**config.mk**
```make
export PLATFORM = sky130hd
export DESIGN_NAME = asymmetric_debounce_with_duty_stats
export DESIGN_NICKNAME = d
export VERILOG_FILES = /design/src/hdl/adbds_pkg.sv /design/src/hdl/asymmetric_debounce_with_duty_stats.sv /design/src/hdl/adbds_core.sv /design/src/hdl/adbds_out.sv
export SDC_FILE = /design/constraint.sdc
export NUM_CORES = 1
export LEC_CHECK = 0
export BUFFER_PORTS_ARGS = -buffer_cell sky130_fd_sc_hd__buf_4
export CAP_MARGIN = 40
export CORE_MARGIN = 2
export CORE_UTILIZATION = 33
export CTS_CLUSTER_DIAMETER = 80
export DETAILED_ROUTE_END_ITERATION = 7
export PLACE_DENSITY = 0.47
export SYNTH_ARGS = -nofsm -noshare
export SYNTH_HDL_FRONTEND = slang
export SYNTH_SLANG_ARGS = --single-unit
```
**constraint.sdc**
```tcl
create_clock -name clk -period 7.4 [get_ports clk]
set_input_delay 0.37 -clock clk [delete_from_list [all_inputs] [get_ports clk]]
set_output_delay 0.37 -clock clk [all_outputs]
set_load 0.01 [all_outputs]
```
**src/hdl/adbds_pkg.sv**
```systemverilog
// Shared types and constants of the asymmetric debounce block with duty statistics.
`timescale 1ns / 1ps
`default_nettype none
package adbds_pkg;

	localparam int unsigned SAMPLE_PERIOD_MS_DEF = 10;

	localparam int unsigned TIME_W = 32;
	localparam int unsigned DELAY_W = 16;
	localparam int unsigned CFG_IDX_W = 2;
	localparam int unsigned CFG_DATA_W = DELAY_W;
	localparam int unsigned IN_TDATA_W = 8;
	localparam int unsigned OUT_FIELDS_W = 2 + 3 * TIME_W;
	localparam int unsigned OUT_TDATA_W = ((OUT_FIELDS_W + 7) / 8) * 8;

	localparam logic OP_TICK = 1'b0;
	localparam logic OP_CLEAR = 1'b1;

	localparam logic [CFG_IDX_W-1:0] REG_RISE_DELAY = 2'd0;
	localparam logic [CFG_IDX_W-1:0] REG_FALL_DELAY = 2'd1;
	localparam logic [CFG_IDX_W-1:0] REG_INIT_LEVEL = 2'd2;

	localparam logic [DELAY_W-1:0] RISE_DELAY_RST = 16'd2000;
	localparam logic [DELAY_W-1:0] FALL_DELAY_RST = 16'd3000;
	localparam logic INIT_LEVEL_RST = 1'b0;

	typedef struct packed {
		logic op;
		logic level;
	} item_t;

	typedef struct packed {
		logic                we;
		logic [CFG_IDX_W-1:0] index;
		logic [CFG_DATA_W-1:0] data;
	} cfg_wr_t;

	typedef struct packed {
		logic              status;
		logic              changed;
		logic [TIME_W-1:0] on_total;
		logic [TIME_W-1:0] off_total;
		logic [TIME_W-1:0] stamp;
		logic [TIME_W-1:0] now;
	} snap_t;

endpackage
`default_nettype wire

```
**src/hdl/asymmetric_debounce_with_duty_stats.sv**
```systemverilog
// Top level of the asymmetric debounce filter with on and off time statistics.
//
//  channel  direction  beat contents
//  s_*      in         tuser: op; tdata: line_level
//  m_*      out        tdata: status, changed, on_time_ms, off_time_ms, last_change_ms
//  cfg_*    in         write enable, register index, write data
//
// One beat is accepted per cycle unless a stalled result backs up the stages; a beat passes
// from the input register to the state update, whose snapshot register fills the result register.
// The state update compares the elapsed time with the delay and uses 32-bit subtracts and adds.
// Reset loads the register defaults at once; no clearing pass is needed.
// A stalled result holds each stage in place and a stage with a bubble still takes a beat.
`timescale 1ns / 1ps
`default_nettype none
module asymmetric_debounce_with_duty_stats #(
	parameter int unsigned SAMPLE_PERIOD_MS = adbds_pkg::SAMPLE_PERIOD_MS_DEF
) (
	input  wire                                 clk,
	input  wire                                 arst_n,
	input  wire                                 s_tvalid,
	output logic                                s_tready,
	// Bit 0: line_level; upper bits zero.
	input  wire  [adbds_pkg::IN_TDATA_W-1:0]    s_tdata,
	// Bit 0: op.
	input  wire                                 s_tuser,
	output logic                                m_tvalid,
	input  wire                                 m_tready,
	// From bit 0: status, changed, on_time_ms, off_time_ms, last_change_ms, zero fill.
	output logic [adbds_pkg::OUT_TDATA_W-1:0]   m_tdata,
	input  wire                                 cfg_we,
	input  wire  [adbds_pkg::CFG_IDX_W-1:0]     cfg_index,
	input  wire  [adbds_pkg::CFG_DATA_W-1:0]    cfg_data
);

	logic               v_s1, ready_s2, v_s2, out_ready;
	adbds_pkg::item_t   item_s1;
	adbds_pkg::snap_t   snap_s2;
	adbds_pkg::cfg_wr_t cfg;

	assign s_tready = !v_s1 || ready_s2;
	assign cfg = '{we: cfg_we, index: cfg_index, data: cfg_data};

	always_ff @(posedge clk or negedge arst_n) begin
		if (!arst_n) begin
			v_s1 <= 1'b0;
		end else if (s_tready) begin
			v_s1 <= s_tvalid;
		end
	end

	always_ff @(posedge clk) begin
		if (s_tready && s_tvalid) begin
			item_s1.op <= s_tuser;
			item_s1.level <= s_tdata[0];
		end
	end

	adbds_core #(
		.SAMPLE_PERIOD_MS(SAMPLE_PERIOD_MS)
	) u_core (
		.clk      (clk),
		.arst_n   (arst_n),
		.cfg      (cfg),
		.v_s1     (v_s1),
		.item_s1  (item_s1),
		.out_ready(out_ready),
		.ready_s2 (ready_s2),
		.v_s2     (v_s2),
		.snap_s2  (snap_s2)
	);

	adbds_out u_out (
		.clk      (clk),
		.arst_n   (arst_n),
		.v_s2     (v_s2),
		.snap_s2  (snap_s2),
		.out_ready(out_ready),
		.m_tready (m_tready),
		.m_tvalid (m_tvalid),
		.m_tdata  (m_tdata)
	);

	// A status change restarts the session, so its stamp is the current clock.
	a_change_stamp: assert property (@(posedge clk) disable iff (!arst_n)
		v_s2 && snap_s2.changed |-> snap_s2.stamp == snap_s2.now)
		else $error("status change without matching stamp");

	// A clear command never reports a status change.
	a_clear_no_change: assert property (@(posedge clk) disable iff (!arst_n)
		v_s1 && ready_s2 && (item_s1.op == adbds_pkg::OP_CLEAR) |=> v_s2 && !snap_s2.changed)
		else $error("clear command reported a change");

	// A beat held in the input register while the next stage is busy stays put.
	a_s1_hold: assert property (@(posedge clk) disable iff (!arst_n)
		v_s1 && !ready_s2 |=> v_s1 && $stable(item_s1))
		else $error("input register lost a stalled beat");

	// The result register only loads when a snapshot is waiting.
	a_out_load: assert property (@(posedge clk) disable iff (!arst_n)
		out_ready && !v_s2 |=> !m_tvalid)
		else $error("result shown without a snapshot");

endmodule
`default_nettype wire

```
**src/hdl/adbds_core.sv**
```systemverilog
// Debounce state and duty totals, updated once per beat, and configuration registers, written when no beat advances.
`timescale 1ns / 1ps
`default_nettype none
module adbds_core #(
	parameter int unsigned SAMPLE_PERIOD_MS = adbds_pkg::SAMPLE_PERIOD_MS_DEF
) (
	input  wire                   clk,
	input  wire                   arst_n,
	input  adbds_pkg::cfg_wr_t    cfg,
	input  wire                   v_s1,
	input  adbds_pkg::item_t      item_s1,
	input  wire                   out_ready,
	output logic                  ready_s2,
	output logic                  v_s2,
	output adbds_pkg::snap_t      snap_s2
);

	localparam logic [adbds_pkg::TIME_W-1:0] PERIOD = adbds_pkg::TIME_W'(SAMPLE_PERIOD_MS);

	logic [adbds_pkg::DELAY_W-1:0] rise_q, fall_q;
	logic [adbds_pkg::TIME_W-1:0]  now_q, nxt_q, ws_q, on_q, off_q, stamp_q;
	logic                          last_q, pend_q, tgt_q, qual_q;

	logic                          advance, tick, lvl_chg, pend_a, tgt_a, fire, do_chg;
	logic [adbds_pkg::DELAY_W-1:0] need;
	logic [adbds_pkg::TIME_W-1:0]  elapsed, now_n, dur, on_n, off_n, stamp_n;
	logic                          qual_n, last_n, pend_n;

	assign ready_s2 = !v_s2 || out_ready;
	assign advance = v_s1 && ready_s2;

	always_comb begin
		tick = (item_s1.op == adbds_pkg::OP_TICK);
		lvl_chg = tick && (item_s1.level != last_q);
		pend_a = pend_q || lvl_chg;
		tgt_a = lvl_chg ? item_s1.level : tgt_q;
		need = tgt_a ? rise_q : fall_q;
		elapsed = lvl_chg ? '0 : (nxt_q - ws_q);
		fire = tick && pend_a &&
			((need == '0) || (elapsed >= {{(adbds_pkg::TIME_W-adbds_pkg::DELAY_W){1'b0}}, need}));
		do_chg = fire && (item_s1.level == tgt_a) && (qual_q != tgt_a);
		now_n = tick ? nxt_q : now_q;
		dur = now_n - stamp_q;
		on_n = on_q;
		off_n = off_q;
		stamp_n = stamp_q;
		qual_n = qual_q;
		last_n = lvl_chg ? item_s1.level : last_q;
		pend_n = fire ? 1'b0 : pend_a;
		if (!tick) begin
			on_n = '0;
			off_n = '0;
			stamp_n = now_q;
			pend_n = pend_q;
		end else if (do_chg) begin
			if (qual_q) begin
				on_n = on_q + dur;
			end else begin
				off_n = off_q + dur;
			end
			qual_n = tgt_a;
			stamp_n = now_n;
		end else if (fire && (item_s1.level != tgt_a)) begin
			last_n = item_s1.level;
		end
	end

	always_ff @(posedge clk or negedge arst_n) begin
		if (!arst_n) begin
			rise_q <= adbds_pkg::RISE_DELAY_RST;
			fall_q <= adbds_pkg::FALL_DELAY_RST;
			now_q <= '0;
			nxt_q <= PERIOD;
			ws_q <= '0;
			last_q <= adbds_pkg::INIT_LEVEL_RST;
			pend_q <= 1'b0;
			tgt_q <= 1'b0;
			qual_q <= adbds_pkg::INIT_LEVEL_RST;
			on_q <= '0;
			off_q <= '0;
			stamp_q <= '0;
			v_s2 <= 1'b0;
		end else begin
			if (advance) begin
				v_s2 <= 1'b1;
			end else if (out_ready) begin
				v_s2 <= 1'b0;
			end
			if (advance) begin
				if (tick) begin
					now_q <= nxt_q;
					nxt_q <= nxt_q + PERIOD;
				end
				if (lvl_chg) begin
					ws_q <= nxt_q;
				end
				tgt_q <= tgt_a;
				last_q <= last_n;
				pend_q <= pend_n;
				qual_q <= qual_n;
				on_q <= on_n;
				off_q <= off_n;
				stamp_q <= stamp_n;
			end else if (cfg.we) begin
				case (cfg.index)
					adbds_pkg::REG_RISE_DELAY: begin
						rise_q <= cfg.data;
						pend_q <= 1'b0;
					end
					adbds_pkg::REG_FALL_DELAY: begin
						fall_q <= cfg.data;
						pend_q <= 1'b0;
					end
					adbds_pkg::REG_INIT_LEVEL: begin
						qual_q <= cfg.data[0];
						last_q <= cfg.data[0];
						pend_q <= 1'b0;
						stamp_q <= now_q;
					end
					default: begin
					end
				endcase
			end
		end
	end

	always_ff @(posedge clk) begin
		if (advance) begin
			snap_s2.status <= qual_n;
			snap_s2.changed <= do_chg;
			snap_s2.on_total <= on_n;
			snap_s2.off_total <= off_n;
			snap_s2.stamp <= stamp_n;
			snap_s2.now <= now_n;
		end
	end

endmodule
`default_nettype wire

```
**src/hdl/adbds_out.sv**
```systemverilog
// Result stage: adds the running session to the totals and holds the output beat.
`timescale 1ns / 1ps
`default_nettype none
module adbds_out (
	input  wire                                clk,
	input  wire                                arst_n,
	input  wire                                v_s2,
	input  adbds_pkg::snap_t                   snap_s2,
	output logic                               out_ready,
	input  wire                                m_tready,
	output logic                               m_tvalid,
	output logic [adbds_pkg::OUT_TDATA_W-1:0]  m_tdata
);

	logic [adbds_pkg::TIME_W-1:0] session, on_t, off_t;
	logic [adbds_pkg::OUT_TDATA_W-1:0] tdata_q;

	assign out_ready = !m_tvalid || m_tready;

	always_comb begin
		session = snap_s2.now - snap_s2.stamp;
		on_t = snap_s2.on_total + (snap_s2.status ? session : '0);
		off_t = snap_s2.off_total + (snap_s2.status ? '0 : session);
	end

	always_ff @(posedge clk or negedge arst_n) begin
		if (!arst_n) begin
			m_tvalid <= 1'b0;
		end else if (out_ready) begin
			m_tvalid <= v_s2;
		end
	end

	always_ff @(posedge clk) begin
		if (out_ready && v_s2) begin
			tdata_q <= {{(adbds_pkg::OUT_TDATA_W-adbds_pkg::OUT_FIELDS_W){1'b0}},
				snap_s2.stamp, off_t, on_t, snap_s2.changed, snap_s2.status};
		end
	end

	assign m_tdata = tdata_q;

endmodule
`default_nettype wire
```
# Word level (Yosys, flattened, before mapping)

Cells that the tools add are included.

Logic and storage cells: 106
Input port bits: 32
Bits in registers: 461

Equal/unequal tests: 7
Order comparisons: 1
Reduce and logical (&&, ||, !) cells: 30
$add $sub $neg: 8
Bitwise gates (word level): 2
Muxes and demuxes: 34

Operators with widths:

| cell                    | number |
|---|---|
| $mux W32                | 15 |
| $add A32 B32 Y32        | 4 |
| $sub A32 B32 Y32        | 3 |
| $add A32 B4 Y32 const B | 1 |
| $ge A32 B16 Y1          | 1 |
| $mux W1                 | 18 |
| $logic_not A16 Y1       | 1 |
| $mux W16                | 1 |
| $logic_and A1 B1 Y1     | 9 |
| $reduce_and A3 Y1       | 3 |
| $reduce_bool A2 Y1      | 4 |
| $reduce_and A2 Y1       | 3 |
| $logic_or A1 B1 Y1      | 5 |
| $logic_not A1 Y1        | 3 |
| $ne A1 B1 Y1            | 3 |
| $reduce_or A3 Y1        | 1 |
| $eq A2 B1 Y1 const B    | 1 |
| $eq A2 B2 Y1 const B    | 1 |
| $logic_not A2 Y1        | 1 |
| $ne A2 B2 Y1 const B    | 1 |
| $not A1 Y1              | 2 |
| $eq A1 B1 Y1            | 1 |

# Longest topological paths before layout

Depth in word-level cells: 12
Depth in mapped cells: 33

# By module

Synthesis repeated with hierarchy kept, for this count alone.

Cell total of the unflattened synthesis: 3271
Area, all modules: 30852.1 um^2

By module, submodules not included:

| module                              | instances | area an instance (um^2) | cells each | seq. area each (um^2) |
|---|---|---|---|---|
| adbds_core                          | 1         | 22460.3                 | 2407       | 9603.0 |
| adbds_out                           | 1         | 8277.9                  | 858        | 2967.8 |
| asymmetric_debounce_with_duty_stats | 1         | 113.9                   | 6          | 85.1 |

# Worst setup path before layout

OpenSTA, ideal clock, no wires.

Path kind: reg2reg
Start: register, netlist name item_s1[1]
End: register u_core.off_q[31] in the netlist's numbering
Path slack: 0.810 ns
Cell stages (with the launch flop): 31
Buffers on the path: 6
Arrival time: 6.261 ns
Cell sequence: edfxtp_1 clkbuf_1 clkbuf_1 clkbuf_1 clkbuf_1 clkbuf_1 buf_1 o21ai_0 ha_1 and4_1 a32oi_1 a211oi_1 or3_1 a21oi_1 o21ai_0 a21oi_1 o21bai_1 xor2_1 ha_1 a21o_1 a31o_2 a221oi_1 o21ai_0 nor4_1 a21o_1 o21ai_0 nor4_1 o21bai_1 xnor2_1 a211o_1 o221ai_1

Elaborated cells on any way between the ends: 21
Those cells by class: add/sub (2); order compare (1); eq/ne (2); mux (7); bitwise (1); reduce/logical (8)

RTL lines:

| element                    | RTL line          | RTL |
|---|---|---|
| $mux W32                   | n/a               |  |
| via u_core.now_n (one bit) | adbds_core.sv:26  | `logic [adbds_pkg::TIME_W-1:0] elapsed, now_n, dur, on_n, off_n, stamp_n;` |
| $sub A32 B32 Y32           | adbds_core.sv:43  | `dur = now_n - stamp_q;` |
| $add A32 B32 Y32           | adbds_core.sv:59  | `off_n = off_q + dur;` |
| $mux W32                   | adbds_core.sv:56  | `if (qual_q) begin` |
| $mux W32                   | adbds_core.sv:55  | `end else if (do_chg) begin` |
| $mux W32                   | adbds_core.sv:50  | `if (!tick) begin` |
| end signal, assigned       | adbds_core.sv:102 | `off_q <= off_n;` |
| end, declared              | adbds_core.sv:21  | `logic [adbds_pkg::TIME_W-1:0] now_q, nxt_q, ws_q, on_q, off_q, stamp_q;` |

The timed path passes the listed nets, and every way through them passes these cells.
A chain may end at the register's enable or synchronous reset.

# Final worst setup path

Start: register, netlist name item_s1[1]
End: register, netlist name u_core.snap_s2[95]

Elaborated cells on any way between the ends: 21
Those cells by class: add/sub (2); order compare (1); eq/ne (2); mux (7); bitwise (1); reduce/logical (8)

RTL lines:

| element                    | RTL line |
|---|---|
| $mux W32                   | n/a |
| via u_core.now_n (one bit) | adbds_core.sv:26 |
| $sub A32 B32 Y32           | adbds_core.sv:43 |
| $add A32 B32 Y32           | adbds_core.sv:59 |
| $mux W32                   | adbds_core.sv:56 |
| $mux W32                   | adbds_core.sv:55 |
| $mux W32                   | adbds_core.sv:50 |
| via u_core.off_n (one bit) | adbds_core.sv:26 |

The timed path passes the listed nets, and every way through them passes these cells.

==> impl_table.tex <==
\begin{tabular}{lr}
\hline
Metric & Value \\
\hline
\multicolumn{2}{l}{\textbf{Outcome}} \\
Result of the run & complete, no violations \\
\multicolumn{2}{l}{\textbf{STA}} \\
Number of failing hold endpoints at the final stage & 0 \\
Worst hold slack across all endpoints & 37.7 ps \\
Slew at the pin with the worst max-slew slack & 894 ps \\
Portion of the clock cycle consumed by the worst path in the final layout & 93.2\% \\
Max-slew headroom & 38.9\% \\
Final setup violating endpoints & 0 \\
Post-route clock skew & 38.9 ps \\
Pins Over Slew Limit & 0 \\
Max Fclk & 145 MHz \\
Setup repair after global routing missed its margin & false \\
Total negative slack for setup checks & 0 ps \\
Post-route setup slack & 500 ps \\
Shortest period the worst path allows & 6900 ps \\
\multicolumn{2}{l}{\textbf{Logic synthesis}} \\
Post-synthesis instance total & 3036 \\
Arithmetic-cell share of the synthesized area counting full adders, half adders and majority gates & 10.3\% \\
Complex-gate fraction of the synthesized area & 20.2\% \\
Ys flop type & edfxtp\_1 \\
Average instance area after synthesis & 9.73 um2 \\
Post-Syn Area & 29500 um2 \\
Sequential cell area fraction in the yosys report & 42.8\% \\
Combinational family with the most area after synthesis & compound AO/OA/AOI/OAI gates \\
Share of async-settable or async-resettable flops after synthesis & 49.9\% \\
EDFF count, synth & 230 \\
Synthesis Warnings & 0 \\
Register bit count reported by yosys & 459 \\
Simple logic cell fraction of the synthesized area & 12.8\% \\
Parity-gate share of the synthesized area counting xor and xnor cells & 6.52\% \\
Fraction of synthesized area in multiplexers & 3.14\% \\
Distinct cell type count of the synthesized netlist & 89 \\
\multicolumn{2}{l}{\textbf{Cells and area}} \\
Total inserted antenna cells & 0 \\
Ratio of cells with drive above 1 in the final layout & 11.8\% \\
Area added between synthesis and finish & 15.4\% \\
Most common library cell in the layout ignoring fill and taps & nand2\_1 \\
Final \#Nets & 3447 \\
Leading cell types in the layout, fill and taps excluded & nand2\_1, ha\_1, a21oi\_1, edfxtp\_1, dfrtp\_1 \\
Core occupancy in the finished layout & 38.5\% \\
\multicolumn{2}{l}{\textbf{Place}} \\
Worst slack after detailed placement & 630 ps \\
Port buffer count & 124 \\
DPL Wire Length & 61300 um \\
RD Place Congestion & 0.886 \\
\multicolumn{2}{l}{\textbf{Floorplanning}} \\
Die area & 91900 um2 \\
Io pins & 138 \\
Die extent in y & 303 um \\
Cell row count & 109 \\
Starting Density & 33.4\% \\
Horizontal die dimension & 303 um \\
Core region area & 88500 um2 \\
\multicolumn{2}{l}{\textbf{Clock network}} \\
Clock latency at the later pin of the worst-skew pair & 640 ps \\
Clock Pin Slew Worst Setup and Hold Paths & 60 ps \\
Cell at the root of the clock tree & clkbuf\_16 \\
Postcts setup bufs & 0 \\
Depth of the CTS H-tree & 2 \\
Number of buffers created by CTS & 57 \\
Num Clock Sinks & 459 \\
Largest buffer count on any clock path & 3 \\
Clock tree from TritonCTS & yes \\
\multicolumn{2}{l}{\textbf{Power and ir drop}} \\
Sw Share & 42.5\% \\
Power density relative to cell area & 453 nW/um2 \\
Clock Power Share & 18.5\% \\
Design Power & 15.5 mW \\
Peak supply drop & 0.000210 V \\
Power dissipated by switching net loads & 6.56 mW \\
Leakage dissipation & 14.9 nW \\
Relative contribution of combinational cells to total power & 56.1\% \\
Reg power frac & 25.4\% \\
Cell internal pwr & 8.89 mW \\
\multicolumn{2}{l}{\textbf{Global routing}} \\
Overall overflow remaining after global route & 0 \\
Largest net degree at the start of global routing & 104 \\
First-pass GRT wire length & 127000 um \\
Number of antenna violations at the first check in global routing & 3 \\
Via count of the first global-routing pass & 23100 \\
GRT Resource Usage Total & 17.6\% \\
\multicolumn{2}{l}{\textbf{Detailed routing}} \\
Remaining DRCs & 0 \\
Routed WL & 81700 um \\
Number of search-and-repair iterations in the first detailed-routing pass & 6 \\
Avg WL per Cell & 18.6 um \\
Violation count after the first detailed-route iteration & 1422 \\
Remaining antenna violation count & 0 \\
Avg Vias per Cell & 5.24 \\
Vias after detailed routing & 23000 \\
\multicolumn{2}{l}{\textbf{Critical path}} \\
Critical path startpoint category & register \\
Required time at the worst-slack endpoint & 7770 ps \\
Kind of end point of the critical path & register \\
Worst Path Arrival & 7270 ps \\
Cell with the largest stage delay on the worst path & edfxtp\_1 \\
Maximum fanout along the worst path & 38 \\
WS Path Type & register to register \\
Max incr delay on CP & 530 ps \\
Most repeated library cell on the critical path & o21ai\_0 \\
Register-to-Register Setup Slack & 500 ps \\
\multicolumn{2}{l}{\textbf{Job}} \\
Number of maximum-capacitance violations & 0 \\
\multicolumn{2}{l}{\textbf{Worst hold path}} \\
Class of the tightest hold or removal check & input pin to register \\
\hline
\end{tabular}
-- power by group through the flow --
stage / registers, mW / logic (mW) / clock network, mW
after detailed placement: 3.97 / 8.62 / 0
after global placement: 3.95 / 8.45 / 0
after floorplan: 3.95 / 6.33 / 0
after CTS: 3.93 / 8.68 / 2.95
after global routing: 4.00 / 9.69 / 3.03
final: 3.92 / 8.67 / 2.86
-- stage by stage --
step	cell area, um2	cells
6_report	34100	4389
5_1_grt	34100	4389
4_1_cts	34100	4389
3_5_place_dp	32000	4262
3_3_place_gp	31900	4258
2_1_floorplan	29600	3041
-- cells by family after synthesis --
| family | count (synthesis) |
|---|---|
| compound gates | 894 |
| flops | 459 |
| buf+inv | 315 |
| xor+xnor | 220 |
| other cells | 1 |
| fa+ha+maj | 239 |
| mux | 85 |
| simple gates | 823 |
-- routing by layer --
| layer | routed length [um] | up-vias | GRT usage (%) |
|---|---|---|---|
| met2 | 36400 | 446 | 28.3 |
| met1 | 39200 | 11000 | 24.2 |
| met3 | 3650 | 135 | 2.46 |
| met4 | 2490 | 2 | 5.88 |
| li1 | - | 11300 | - |
| met5 | 16 | - | 0 |
-- sequential cells by signal (all words and copies together), names as in the netlist, 2 cells and up, named ones only --
signal,flops
u_core.snap_s2,130
u_out.m_tdata,98
u_core.now_q,32
u_core.off_q,32
u_core.on_q,32
u_core.stamp_q,32
u_core.nxt_q,31
u_core.ws_q,31
u_core.fall_q,16
u_core.rise_q,16
item_s1,2
-- worst paths after layout --
kind / startpoint / to / cells after the start
hold reg to reg: u_core.snap_s2[34]$_DFFE_PP_ / u_out.m_tdata[68]$_DFFE_PP_ / 0
setup / recovery: item_s1[1]$_DFFE_PP_ / u_core.snap_s2[95]$_DFFE_PP_ / 25
hold / removal: m_tready / u_out.m_tvalid$_DFFE_PN0P_ / 3
max in group asynchronous: arst_n / u_core.now_q[14]$_DFFE_PN0P_ / 4
setup reg to reg: item_s1[1]$_DFFE_PP_ / u_core.snap_s2[95]$_DFFE_PP_ / 25
min in group asynchronous: arst_n / u_core.ws_q[31]$_DFFE_PN0P_ / 2
-- Yosys cell counts (8+ instances only) --
cell type	count	area, um2
clkbuf_1	82	308
nor2b_1	20	125
inv_1	196	736
o22a_1	14	123
edfxtp_1	230	6910
a22o_1	38	333
and4_1	9	78.8
nor4_1	10	62.6
o21ai_0	169	846
a31oi_1	17	106
o31ai_1	11	82.6
o211ai_1	16	120
nand3_1	63	315
o21bai_1	33	248
a211oi_1	15	113
xor2_1	72	631
dfstp_2	15	394
dfrtp_1	214	5360
a21o_1	135	1010
buf_2	19	95.1
or3_1	8	50.1
xnor2_1	148	1300
buf_1	8	30.0
nor2_1	187	702
nand2_1	356	1340
mux2_2	61	687
o21a_1	26	195
ha_1	232	2900
a22oi_1	20	150
a21boi_0	9	67.6
nand4_1	22	138
a211o_1	11	96.3
nand2b_1	34	213
and2_1	20	125
and3_1	19	119
nor3_1	43	215
a21oi_1	230	1150
mux2i_1	24	240
o221ai_1	32	280
o311ai_1	28	245
-- timing repair --
item / in CTS / in global routing
hold buffers: 20 / 0
endpoints found under the hold margin: 135 / 0
setup endpoints to repair: 0 / 1
resized for setup: 0 / 1
-- layout make-up --
type,instances,area [um2]
inverters,197,744
multi-input cells,2267,15700
well taps,1165,1460
clock inverters,34,362
repair buffers,194,1610
clock buffers,73,1550
flip-flops and latches,459,12700
fillers,8606,54400
-- critical path, delay by kind of cell, from the launching register on --
| family | cells | cell delay [ps] |
|---|---|---|
| AO/OA/AOI/OAI | 15 | 3070 |
| XOR/XNOR | 2 | 610 |
| adder cells (fa/ha/maj) | 2 | 850 |
| buffers and inverters | 1 | 410 |
| flip-flops | 1 | 530 |
| AND/OR/NAND/NOR | 5 | 1140 |
(Power assumes the default switching activity.)
